==> src/svf_pkg.sv <==
// Shared types and constants for the state variable filter core.
// Holds the microcode word layout, datapath widths and register codes.
// No dependencies.
package svf_pkg;

    // fixed datapath widths
    localparam int COEF_W = 15;
    localparam int ACC_W  = 24;
    localparam int PROD_W = COEF_W + 1 + ACC_W;
    localparam int SUM_W  = PROD_W + 2;
    localparam int MODE_W = 2;
    localparam int CFG_IDX_W = 2;

    // sequencer program size
    localparam int NUM_STEPS = 5;
    localparam int STEP_W    = $clog2(NUM_STEPS);

    // configuration register indexes
    localparam logic [CFG_IDX_W-1:0] REG_TUNING  = 2'd0;
    localparam logic [CFG_IDX_W-1:0] REG_DAMPING = 2'd1;
    localparam logic [CFG_IDX_W-1:0] REG_MODE    = 2'd2;

    // response select codes; the unused code falls back to lowpass
    localparam logic [MODE_W-1:0] MODE_LOW  = 2'd0;
    localparam logic [MODE_W-1:0] MODE_BAND = 2'd1;
    localparam logic [MODE_W-1:0] MODE_HIGH = 2'd2;

    localparam logic [COEF_W-1:0] DAMPING_RESET = 15'd16384;

    typedef logic [1:0] t_alu_op;
    localparam t_alu_op ALU_NOP  = 2'd0;
    localparam t_alu_op ALU_LOW  = 2'd1;
    localparam t_alu_op ALU_HIGH = 2'd2;
    localparam t_alu_op ALU_BAND = 2'd3;

    typedef logic [1:0] t_cond;
    localparam t_cond COND_NEXT     = 2'd0;
    localparam t_cond COND_WAIT_IN  = 2'd1;
    localparam t_cond COND_WAIT_OUT = 2'd2;

    typedef struct packed {
        logic    load_x;
        logic    mul_en;
        logic    coef_q;
        logic    opd_high;
        t_alu_op alu;
        logic    out_wr;
        t_cond   cond;
    } t_ucode;

    typedef struct packed {
        t_ucode uc;
        logic   fire;
        logic   idle;
    } t_seq_ctl;

    localparam logic signed [SUM_W-1:0] ACC_MAX_X = SUM_W'(2 ** (ACC_W - 1) - 1);
    localparam logic signed [SUM_W-1:0] ACC_MIN_X = SUM_W'(-(2 ** (ACC_W - 1)));

    function automatic logic signed [ACC_W-1:0] f_sat_acc(input logic signed [SUM_W-1:0] v);
        logic signed [ACC_W-1:0] r;
        if (v > ACC_MAX_X) begin
            r = ACC_MAX_X[ACC_W-1:0];
        end else if (v < ACC_MIN_X) begin
            r = ACC_MIN_X[ACC_W-1:0];
        end else begin
            r = v[ACC_W-1:0];
        end
        return r;
    endfunction

endpackage

==> src/svf_sequencer.sv <==
// Microcode sequencer: step counter, control store and jump conditions.
// Depends on svf_pkg for the control word layout.
module svf_sequencer
    import svf_pkg::*;
(
    input  logic     i_clk,
    input  logic     i_rst_n,
    input  logic     i_in_valid,
    input  logic     i_out_free,
    output t_seq_ctl o_ctl
);

    localparam logic [STEP_W-1:0] ST_FETCH   = STEP_W'(0);
    localparam logic [STEP_W-1:0] ST_LOW     = STEP_W'(1);
    localparam logic [STEP_W-1:0] ST_HIGH    = STEP_W'(2);
    localparam logic [STEP_W-1:0] ST_BANDMUL = STEP_W'(3);
    localparam logic [STEP_W-1:0] ST_BAND    = STEP_W'(4);

    function automatic t_ucode f_rom(input logic [STEP_W-1:0] a);
        t_ucode w;
        w = '0;
        unique case (a)
            ST_FETCH: begin
                // take the sample and start f*band
                w.cond   = COND_WAIT_IN;
                w.load_x = 1'b1;
                w.mul_en = 1'b1;
            end
            ST_LOW: begin
                w.alu    = ALU_LOW;
                w.mul_en = 1'b1;
                w.coef_q = 1'b1;
            end
            ST_HIGH: begin
                w.alu = ALU_HIGH;
            end
            ST_BANDMUL: begin
                w.mul_en   = 1'b1;
                w.opd_high = 1'b1;
            end
            ST_BAND: begin
                w.cond   = COND_WAIT_OUT;
                w.alu    = ALU_BAND;
                w.out_wr = 1'b1;
            end
            default: begin
                w.cond = COND_WAIT_OUT;
            end
        endcase
        return w;
    endfunction

    logic [STEP_W-1:0] r_step;
    logic [STEP_W-1:0] n_step;
    t_ucode            w_uc;
    logic              w_fire;

    always_comb begin
        w_uc = f_rom(r_step);
        unique case (w_uc.cond)
            COND_WAIT_IN: begin
                w_fire = i_in_valid;
                n_step = w_fire ? r_step + STEP_W'(1) : r_step;
            end
            COND_WAIT_OUT: begin
                // hold at the last step until the result slot opens, then return
                w_fire = i_out_free;
                n_step = w_fire ? ST_FETCH : r_step;
            end
            default: begin
                w_fire = 1'b1;
                n_step = r_step + STEP_W'(1);
            end
        endcase
    end

    always_ff @(posedge i_clk) begin
        if (!i_rst_n) begin
            r_step <= ST_FETCH;
        end else begin
            r_step <= n_step;
        end
    end

    assign o_ctl.uc   = w_uc;
    assign o_ctl.fire = w_fire;
    assign o_ctl.idle = (r_step == ST_FETCH);

    a_start: assert property (@(posedge i_clk) disable iff (!i_rst_n)
        (r_step == ST_FETCH && i_in_valid) |=> (r_step == ST_LOW))
        else $error("sequencer did not leave fetch after a request");

    a_hold_idle: assert property (@(posedge i_clk) disable iff (!i_rst_n)
        (r_step == ST_FETCH && !i_in_valid) |=> (r_step == ST_FETCH))
        else $error("sequencer left fetch without a request");

    a_wait_out: assert property (@(posedge i_clk) disable iff (!i_rst_n)
        (r_step == ST_BAND && !i_out_free) |=> (r_step == ST_BAND))
        else $error("sequencer passed the result step while the output was full");

endmodule

==> src/svf_datapath.sv <==
// Filter datapath: shared coefficient multiplier, rounding, saturating adder,
// integrator registers and the output register. Depends on svf_pkg.
module svf_datapath
    import svf_pkg::*;
#(
    parameter int SAMPLE_WIDTH   = 16,
    parameter int COEF_FRAC_BITS = 14
) (
    input  logic                           i_clk,
    input  logic                           i_rst_n,
    input  t_seq_ctl                       i_ctl,
    input  logic signed [SAMPLE_WIDTH-1:0] i_sample_in,
    input  logic        [COEF_W-1:0]       i_tuning,
    input  logic        [COEF_W-1:0]       i_damping,
    input  logic        [MODE_W-1:0]       i_mode,
    input  logic                           i_out_stall,
    output logic                           o_out_valid,
    output logic signed [SAMPLE_WIDTH-1:0] o_sample_out,
    output logic                           o_out_free
);

    localparam logic signed [PROD_W-1:0] RND_HALF = PROD_W'(1) <<< (COEF_FRAC_BITS - 1);
    localparam logic signed [ACC_W-1:0]  SMP_MAX  =
        ACC_W'((64'sd1 <<< (SAMPLE_WIDTH - 1)) - 64'sd1);
    localparam logic signed [ACC_W-1:0]  SMP_MIN  = ~SMP_MAX;

    logic signed [SAMPLE_WIDTH-1:0] r_x;
    logic signed [PROD_W-1:0]       r_prod;
    logic signed [ACC_W-1:0]        r_low;
    logic signed [ACC_W-1:0]        r_band;
    logic signed [ACC_W-1:0]        r_high;
    logic                           r_out_vld;
    logic signed [SAMPLE_WIDTH-1:0] r_out_data;

    logic        [COEF_W-1:0]       w_coef;
    logic signed [COEF_W:0]         w_coef_s;
    logic signed [ACC_W-1:0]        w_opd;
    logic signed [PROD_W-1:0]       w_prod;
    logic signed [PROD_W-1:0]       w_rnd;
    logic signed [SUM_W-1:0]        w_rnd_x;
    logic signed [SUM_W-1:0]        w_alu;
    logic signed [ACC_W-1:0]        w_acc_sat;
    logic signed [ACC_W-1:0]        w_sel;
    logic signed [ACC_W-1:0]        w_sel_sat;
    t_ucode                         w_uc;
    logic                           w_go;

    assign w_uc = i_ctl.uc;
    assign w_go = i_ctl.fire;

    assign w_coef   = w_uc.coef_q ? i_damping : i_tuning;
    assign w_coef_s = {1'b0, w_coef};
    assign w_opd    = w_uc.opd_high ? r_high : r_band;
    assign w_prod   = w_coef_s * w_opd;

    // round half up to the sample LSB
    assign w_rnd   = (r_prod + RND_HALF) >>> COEF_FRAC_BITS;
    assign w_rnd_x = SUM_W'(w_rnd);

    always_comb begin
        unique case (w_uc.alu)
            ALU_LOW:  w_alu = SUM_W'(r_low) + w_rnd_x;
            ALU_HIGH: w_alu = SUM_W'(r_x) - SUM_W'(r_low) - w_rnd_x;
            ALU_BAND: w_alu = SUM_W'(r_band) + w_rnd_x;
            default:  w_alu = '0;
        endcase
    end

    assign w_acc_sat = f_sat_acc(w_alu);

    always_comb begin
        unique case (i_mode)
            MODE_BAND: w_sel = w_acc_sat;
            MODE_HIGH: w_sel = r_high;
            default:   w_sel = r_low;
        endcase
        if (w_sel > SMP_MAX) begin
            w_sel_sat = SMP_MAX;
        end else if (w_sel < SMP_MIN) begin
            w_sel_sat = SMP_MIN;
        end else begin
            w_sel_sat = w_sel;
        end
    end

    always_ff @(posedge i_clk) begin
        if (!i_rst_n) begin
            r_low     <= '0;
            r_band    <= '0;
            r_out_vld <= 1'b0;
        end else begin
            if (w_go && w_uc.alu == ALU_LOW) begin
                r_low <= w_acc_sat;
            end
            if (w_go && w_uc.alu == ALU_BAND) begin
                r_band <= w_acc_sat;
            end
            if (w_go && w_uc.out_wr) begin
                r_out_vld <= 1'b1;
            end else if (!i_out_stall) begin
                r_out_vld <= 1'b0;
            end
        end
    end

    always_ff @(posedge i_clk) begin
        if (w_go && w_uc.load_x) begin
            r_x <= i_sample_in;
        end
        if (w_go && w_uc.mul_en) begin
            r_prod <= w_prod;
        end
        if (w_go && w_uc.alu == ALU_HIGH) begin
            r_high <= w_acc_sat;
        end
        if (w_go && w_uc.out_wr) begin
            r_out_data <= w_sel_sat[SAMPLE_WIDTH-1:0];
        end
    end

    assign o_out_valid  = r_out_vld;
    assign o_sample_out = r_out_data;
    assign o_out_free   = !r_out_vld || !i_out_stall;

    a_no_overwrite: assert property (@(posedge i_clk) disable iff (!i_rst_n)
        (w_go && w_uc.out_wr) |-> !(r_out_vld && i_out_stall))
        else $error("result register overwritten while its request was stalled");

endmodule

==> src/state_variable_filter_core.sv <==
// Top level of the state variable filter: configuration registers plus the
// microcode sequencer and datapath. Depends on svf_pkg, svf_sequencer, svf_datapath.
//
//  channel | direction | handshake                | payload
//  --------+-----------+--------------------------+---------------------------
//  in      | input     | i_in_valid / o_in_stall  | i_sample_in
//  out     | output    | o_out_valid / i_out_stall| o_sample_out
//  cfg     | input     | i_cfg_valid / o_cfg_ready| i_cfg_index, i_cfg_data
//
// A sample passes through the five-step microprogram: the shared multiplier
// runs three dependent coefficient products in sequence, so a new sample is
// taken only once the sequencer is back at its fetch step.
// The result register is loaded on the last step; a new sample may be taken
// while an older result still waits. A stalled output holds the last step.
// Reset clears both integrators and restores the register defaults at once.
module state_variable_filter_core
    import svf_pkg::*;
#(
    parameter int SAMPLE_WIDTH   = 16,
    parameter int COEF_FRAC_BITS = 14
) (
    input  logic                           i_clk,
    input  logic                           i_rst_n,
    input  logic                           i_in_valid,
    output logic                           o_in_stall,
    input  logic signed [SAMPLE_WIDTH-1:0] i_sample_in,
    output logic                           o_out_valid,
    input  logic                           i_out_stall,
    output logic signed [SAMPLE_WIDTH-1:0] o_sample_out,
    input  logic                           i_cfg_valid,
    output logic                           o_cfg_ready,
    input  logic        [CFG_IDX_W-1:0]    i_cfg_index,
    input  logic        [COEF_W-1:0]       i_cfg_data
);

    logic [COEF_W-1:0] r_tuning;
    logic [COEF_W-1:0] r_damping;
    logic [MODE_W-1:0] r_mode;
    t_seq_ctl          w_ctl;
    logic              w_out_free;

    assign o_cfg_ready = 1'b1;

    // unknown register index: drop the write
    always_ff @(posedge i_clk) begin
        if (!i_rst_n) begin
            r_tuning  <= '0;
            r_damping <= DAMPING_RESET;
            r_mode    <= MODE_LOW;
        end else if (i_cfg_valid) begin
            unique case (i_cfg_index)
                REG_TUNING:  r_tuning  <= i_cfg_data;
                REG_DAMPING: r_damping <= i_cfg_data;
                REG_MODE:    r_mode    <= i_cfg_data[MODE_W-1:0];
                default: ;
            endcase
        end
    end

    svf_sequencer u_seq (
        .i_clk      (i_clk),
        .i_rst_n    (i_rst_n),
        .i_in_valid (i_in_valid),
        .i_out_free (w_out_free),
        .o_ctl      (w_ctl)
    );

    svf_datapath #(
        .SAMPLE_WIDTH   (SAMPLE_WIDTH),
        .COEF_FRAC_BITS (COEF_FRAC_BITS)
    ) u_dp (
        .i_clk        (i_clk),
        .i_rst_n      (i_rst_n),
        .i_ctl        (w_ctl),
        .i_sample_in  (i_sample_in),
        .i_tuning     (r_tuning),
        .i_damping    (r_damping),
        .i_mode       (r_mode),
        .i_out_stall  (i_out_stall),
        .o_out_valid  (o_out_valid),
        .o_sample_out (o_sample_out),
        .o_out_free   (w_out_free)
    );

    assign o_in_stall = !w_ctl.idle;

endmodule

==> config.mk <==
export PLATFORM = sky130hd
export DESIGN_NAME = state_variable_filter_core
export DESIGN_NICKNAME = d
export VERILOG_FILES = /design/src/svf_pkg.sv /design/src/svf_sequencer.sv /design/src/svf_datapath.sv /design/src/state_variable_filter_core.sv
export SDC_FILE = /design/constraint.sdc
export NUM_CORES = 1
export LEC_CHECK = 0
export BUFFER_PORTS_ARGS = -buffer_cell sky130_fd_sc_hd__buf_2
export CORE_MARGIN = 2
export CORE_UTILIZATION = 50
export CTS_CLUSTER_DIAMETER = 40
export DETAILED_ROUTE_END_ITERATION = 8
export HOLD_SLACK_MARGIN = 0.12
export PLACE_DENSITY = 0.67
export SKIP_CTS_REPAIR_TIMING = 1
export SYNTH_ARGS = -nofsm -noshare
export SYNTH_HDL_FRONTEND = slang
export SYNTH_SLANG_ARGS = --single-unit
==> constraint.sdc <==
create_clock -name i_clk -period 8.6 [get_ports i_clk]
set_clock_uncertainty 0.2 [all_clocks]
set_input_delay 0.43 -clock i_clk [delete_from_list [all_inputs] [get_ports i_clk]]
set_output_delay 0.43 -clock i_clk [all_outputs]
set_load 0.005 [all_outputs]
==> results of run 1 <==
## cells in the mapped netlist (36+ instances only)
cell type,n,area (um2)
inv_1,480,1802
fa_1,372,7447
nand2_1,361,1355
nor2_1,277,1040
ha_1,156,1952
a21oi_1,101,505.5
dfxtp_1,84,1682
edfxtp_1,83,2492
clkbuf_1,79,296.5
xnor2_1,61,534.3
mux2_2,49,551.8
a211oi_1,42,315.3
mux2i_1,41,410.4
nand3_1,41,205.2
o21ai_0,39,195.2
a21o_1,36,270.3
## registers in the layout (all words and copies together), names as in the netlist
register / count
r_mode: 2
u_dp.o_out_valid: 1
u_dp.r_prod: 27
u_dp.r_low: 24
r_tuning: 15
u_dp.r_x: 16
r_damping: 15
u_dp.o_sample_out: 16
u_dp.r_band: 24
u_seq.r_step: 3
u_dp.r_high: 24
## metal layers
metal / track usage (%) / vias up / part of all wire, %
met5: 0 / - / 0
met4: 8.731 / 0 / 2.7
met3: 5.089 / 107 / 7.4
met2: 47.65 / 770 / 46
met1: 42.29 / 9859 / 44
li1: - / 8937 / -
## layout make-up
type | instances | area (um2) | area share (%)
clock buffers | 18 | 450.4 | 1.703
well taps | 615 | 769.5 | 2.909
inverters | 482 | 1809 | 6.840
repair buffers | 159 | 1170 | 4.423
clock inverters | 14 | 148.9 | 0.5629
flip-flops and latches | 167 | 4177 | 15.79
multi-input cells | 1971 | 17930 | 67.77
## report_power, final
group / switching (mW) / internal (mW)
Sequential: 0.245 / 1.19
Clock: 0.381 / 0.403
Combinational: 3.47 / 2.03
Total: 4.09 / 3.63
## through the flow
step                      worst slack, ns  cell area [um2]  power [mW]  util [%]  hold slack [ns]
after floorplan                    0.2464            24150       5.287         -           0.2329
after global placement             0.1782            25460       6.683     53.32           0.2461
after detailed placement        0.0009024            25460       6.787     53.32           0.2456
after CTS                        -0.02292            26060       7.616     54.57          -0.1008
after global routing             -0.05875            26450       8.337     55.40           0.1487
final                              0.3523            26450       7.718     55.40           0.1094
## cell families after synthesis
family / after synthesis
other cells: 1
compound gates: 415
fa+ha+maj: 529
buf+inv: 574
xor+xnor: 97
simple gates: 837
mux: 92
flops: 167
## critical path: cells and delay by family (launching register included)
kind	cells	cell delay (ns)
DFF	1	0.38
muxes	1	0.33
and+or+nand+nor	5	0.60
adders and majority gates	8	3.63
buffers and inverters	5	0.46
AOI/OAI and AO/OA	9	2.30
xor gates and xnor gates	1	0.08
## how the worst max path moves through the flow
stage,end,cells after the start
2_1_floorplan,u_dp.r_prod[39],30
3_3_place_gp,u_dp.r_prod[39],27
3_5_place_dp,u_dp.r_prod[39],28
4_1_cts,u_dp.r_prod[39],28
5_1_grt,u_dp.r_prod[39],29
6_report,u_dp.r_prod[39],29
==> metrics.md, run 1 <==
| Metric | Value |
|---|---|
| Ratio of cells with drive above 1 in the final layout | 9.249% |
| Die X | 223.8 um |
| Initial Utilization | 50.58% |
| Max-cap viol count | 0 |
| First-pass GRT wire length | 114600 um |
| Synth Warn # | 0 |
| DRC violations left | 0 |
| Max IR drop VDD | 0.1968 mV |
| TNS Setup | 0 ns |
| Relative slew slack | 31.24% |
| Max Freq | 121.2 MHz |
| Crit path arrival time | 8.26 ns |
| DRC marker count from the first detailed-route iteration | 1673 |
| Leading cell type in the layout, fill and taps excluded | inv_1 |
| Hold EP | u_dp.o_out_valid |
| TritonCTS Buffers | 17 |
| Flip-flop and latch count after synthesis | 167 |
| Setup crit end kind | flip-flop |
| Dpl hpwl | 59890 um |
| Mapped Cells | 2712 |
| Critical path's slowest cell | fa_1 |
| Tmin final | 8.248 ns |
| CTS tree | built |
| Vias in the first global route | 20070 |
| Status | finished clean |
| Ys flop type | dfxtp_1 |
| Placed cells | 3363 |
| Core area | 47750 um2 |
| Rows | 80 |
| N_diodes | 0 |
| Largest family of logic cells by synthesized area | adder cells |
| Port buffer count | 55 |
| CTS Sinks | 167 |
| Netlist cell types | 86 |
| Syn_nets | 3278 |
| Clk Latency, worst-skew pair | 0.48 ns |
| Initial antenna violation count | 0 |
| FILL cells | 4316 |
| Drt wl/cell | 21.04 um |
| Compound-Gate Fraction of Synth Area | 11.98% |
| CTS Buffer Depth | 2 |
| Most frequent CP cell | fa_1 |
| H-tree levels | 4 |
| # setup viols final | 0 |
| Final #Nets | 3364 |
| Synth Area in Simple Gates | 15.01% |
| Post-route ant nets | 0 |
| Hold crit path type | in2reg |
| Worst hold start | i_out_stall |
| CTS root buf | clkbuf_16 |
| Worst-case reg-to-reg path depth | 29 |
| Most frequent cells in the layout | 480 x inv_1, 372 x fa_1, 361 x nand2_1, 276 x nor2_1, 155 x ha_1 |
| Die area | 50070 um2 |
| Post-Syn Area | 24150 um2 |
| Drt pass-1 iters | 5 |
| Post-Synth Adder-Cell Area | 38.97% |
| Syn Area/Cell | 8.904 um2 |
| Die H | 223.8 um |
| Largest stage delay on the critical path | 0.54 ns |
| Final hold vios | 0 |
| Pwr/cell area | 291.8 nW/um2 |
| Area Growth Syn to Fin | 9.534% |
| Final std cells w/o fill | 3426 |
| FF-to-FF Start | u_seq.r_step[1] |
| Worst Path Required | 8.61 ns |
| Leakage | 11.77 nW |
| Gr usage total | 29.97% |
| Final Cycle Share | 95.90% |
| Hold Crit Depth | 3 |
| Xor and xnor fraction of the mapped netlist area | 3.632% |
| Final WL | 72070 um |
| Grt total ovfl | 0 |
| Final max-slew violation count | 0 |
| Ports | 57 |
| Post-synth EDFFs | 83 |
| Register-to-Register Setup Slack | 0.35 ns |
| Routed vias/inst | 5.742 |
| Clk slew on worst S/H paths | 0.07 ns |
| FF-to-FF End | u_dp.r_prod[39] |
| Fraction of registers with async set/reset | 0% |
| Pin count of the biggest net entering global routing | 49 |
| Startpoint Class | flip-flop |
| Weighted congestion reported at the end of routability-driven placement | 0.9928 |
| Sequential share of the synthesized area | 17.28% |
| Portion of netlist area occupied by mux cells | 4.078% |
| Crit Path Max Fanout | 17 |
| Crit path from | u_seq.r_step[1] |
| Routed vias | 19670 |
| Slew @ Worst Pin | 1.015 ns |
| Crit path kind | reg2reg |
Note: power is estimated with default switching activity, not from simulation.
==> run 2: changes to the inputs <==
Settings changed: CORE_MARGIN 2 to unset.
==> run 2 against run 1 <==
Effect of this change: global-route usage hardly changed; critical path depth shrank 1; routed wire length down 0.44%; largest cell class unchanged; count of clock-buffer cells in the layout unchanged; via count increased by 0.41%; die area is 1.8% lower; critical endpoint unchanged; sequential power is essentially flat; sequential share of layout area barely moved; first-iteration DRC count is 9.2% lower.
==> metrics.md, run 2 (synthesis results as in run 1) <==
| Metric | Value |
|---|---|
| Status | finished clean |
| Clk Latency, worst-skew pair | 0.49 ns (about the same) |
| DRC marker count from the first detailed-route iteration | 1519 (-9.2%) |
| Final std cells w/o fill | 3430 (+0.12%) |
| Crit path kind | reg2reg |
| Weighted congestion reported at the end of routability-driven placement | 0.9659 (-2.7%) |
| CTS Sinks | 167 (unchanged) |
| Final hold vios | 0 (unchanged) |
| Final max-slew violation count | 0 (unchanged) |
| Most frequent CP cell | fa_1 |
| Tot Pwr | 7.734 mW (+0.21%) |
| Drt wl/cell | 20.92 um (-0.55%) |
| Setup crit end kind | flip-flop |
| CTS root buf | clkbuf_16 |
| Area Growth Syn to Fin | 9.425% (about the same) |
| Grt total ovfl | 0 (unchanged) |
| Final Hold Slack | 0.2079 ns (+0.09845 ns) |
| Routed vias/inst | 5.759 (+0.29%) |
| Crit path arrival time | 8.30 ns (+0.04 ns) |
| Gr usage total | 29.93% (-0.033 points) |
| CTS Buffer Depth | 2 (unchanged) |
| Max-cap viol count | 0 (unchanged) |
| DRC violations left | 0 (unchanged) |
| Startpoint Class | flip-flop |
| Initial antenna violation count | 0 (unchanged) |
| Final WL | 71750 um (-0.44%) |
| Vias in the first global route | 20070 (-0.015%) |
| Die area | 49180 um2 (-1.8%) |
| # setup viols final | 0 (unchanged) |
| First-pass GRT wire length | 112400 um (-1.9%) |
| Tmin final | 8.283 ns (+0.03554 ns) |
| Footprint of the multi-input gates | 17900 um2 (-0.14%) |
| H-tree levels | 4 (unchanged) |
| Core area | 47650 um2 (-0.21%) |
| Met3 GRT Util | 6.189% (+1.1 points) |
| Leading cell type in the layout, fill and taps excluded | inv_1 |
| Max reg flops | 27 (unchanged) |
| Die H | 221.8 um (-0.89%) |
| Hold crit path type | in2reg |
| Drt pass-1 iters | 6 (+1) |
| Post-route ant nets | 0 (unchanged) |
| CTS tree | built |
| FILL cells | 4338 (+0.51%) |
| Relative slew slack | 25.45% (-5.8 points) |
| N_diodes | 0 (unchanged) |
| Final Cycle Share | 96.32% (+0.41 points) |
| Largest stage delay on the critical path | 0.55 ns (about the same) |
| Die X | 221.8 um (-0.89%) |
| Initial Utilization | 50.68% (+0.11 points) |
| Met1 usage | 40.86% (-1.4 points) |
| Pwr/cell area | 292.7 nW/um2 (+0.31%) |
| Slew @ Worst Pin | 1.117 ns (+0.1013 ns) |
| Register Area | 4174 um2 (about the same) |
| Worst hold start | i_cfg_valid |
| FF-to-FF Start | u_seq.r_step[0] |
| Final #Nets | 3368 (+0.12%) |
| Met2 usage | 47.35% (-0.30 points) |
| Dpl hpwl | 59160 um (-1.2%) |
| GR peak layer | met2 |
| Worst Path Required | 8.62 ns (about the same) |
| Max IR drop VDD | 0.2383 mV (+21%) |
| Pin count of the biggest net entering global routing | 49 (unchanged) |
| Crit path from | u_seq.r_step[0] |
| Most frequent cells in the layout | 480 x inv_1, 371 x fa_1, 361 x nand2_1, 276 x nor2_1, 156 x ha_1 |
| Port buffer count | 55 (unchanged) |
| Placed cells | 3366 (+0.089%) |
| Max Freq | 120.7 MHz (-0.43%) |
| Crit Path Max Fanout | 12 (-5) |
| Most flops, register | u_dp.r_prod |
| TritonCTS Buffers | 17 (unchanged) |
| Leakage | 11.78 nW (+0.10%) |
| Ports | 57 (unchanged) |
| Routed vias | 19750 (+0.41%) |
| Ratio of cells with drive above 1 in the final layout | 9.307% (+0.058 points) |
| Rows | 80 (unchanged) |
| Critical path's slowest cell | fa_1 |
| Clk slew on worst S/H paths | 0.08 ns (about the same) |
[run 2: worst max-delay path: cells and delay by family, from the launching register on]
family | cells | cell delay [ns]
compound gates | 9 | 1.85
xor+xnor | 1 | 0.09
buf+inv | 4 | 0.76
flops | 1 | 0.43
fa+ha+maj | 8 | 3.56
simple gates | 5 | 0.63
mux | 1 | 0.47
[run 2: path summary, 6_finish.rpt]
path         cells after the start               to  slack, ns
max                             28  u_dp.r_prod[39]       0.32
min                              4        r_mode[0]       0.21
max reg2reg                     28  u_dp.r_prod[39]       0.32
min reg2reg                      2     r_damping[8]       0.27
[run 2: metal layers]
| metal | part of all wire [%] | vias to the layer above | routed length [um] |
|---|---|---|---|
| met3 | 8.3 | 129 | 5927 |
| met1 | 43 | 9829 | 30770 |
| met4 | 3.2 | 0 | 2271 |
| met2 | 46 | 846 | 32780 |
| met5 | 0 | - | 0 |
| li1 | - | 8950 | - |
[run 2: report_power, final]
part | switching (mW) | total [mW] | leakage [nW] | internal, mW
combinational | 3.50 | 5.52 | 10.0 | 2.03
sequential | 0.238 | 1.43 | 1.48 | 1.19
clock | 0.381 | 0.777 | 0.293 | 0.395
total | 4.12 | 7.73 | 11.8 | 3.61
[run 2: per-stage QoR]
stage / area [um2] / setup slack (ns) / util, % / setup TNS (ns)
5_1_grt: 26420 / -0.06689 / 55.46 / -0.09710
2_1_floorplan: 24150 / 0.2464 / - / 0
3_5_place_dp: 25450 / 0.04868 / 53.42 / 0
4_1_cts: 26050 / 0.02107 / 54.67 / 0
3_3_place_gp: 25450 / 0.2856 / 53.42 / 0
6_report: 26420 / 0.3168 / 55.46 / 0
[run 2: final cells by class]
type                            instances  area share (%)
Clock buffer                           18           1.662
Inverter                              482           6.847
Sequential cell                       167           15.80
Timing Repair Buffer                  163           4.456
Clock inverter                         14          0.5824
Tap cell                              615           2.912
Multi-Input combinational cell       1971           67.74
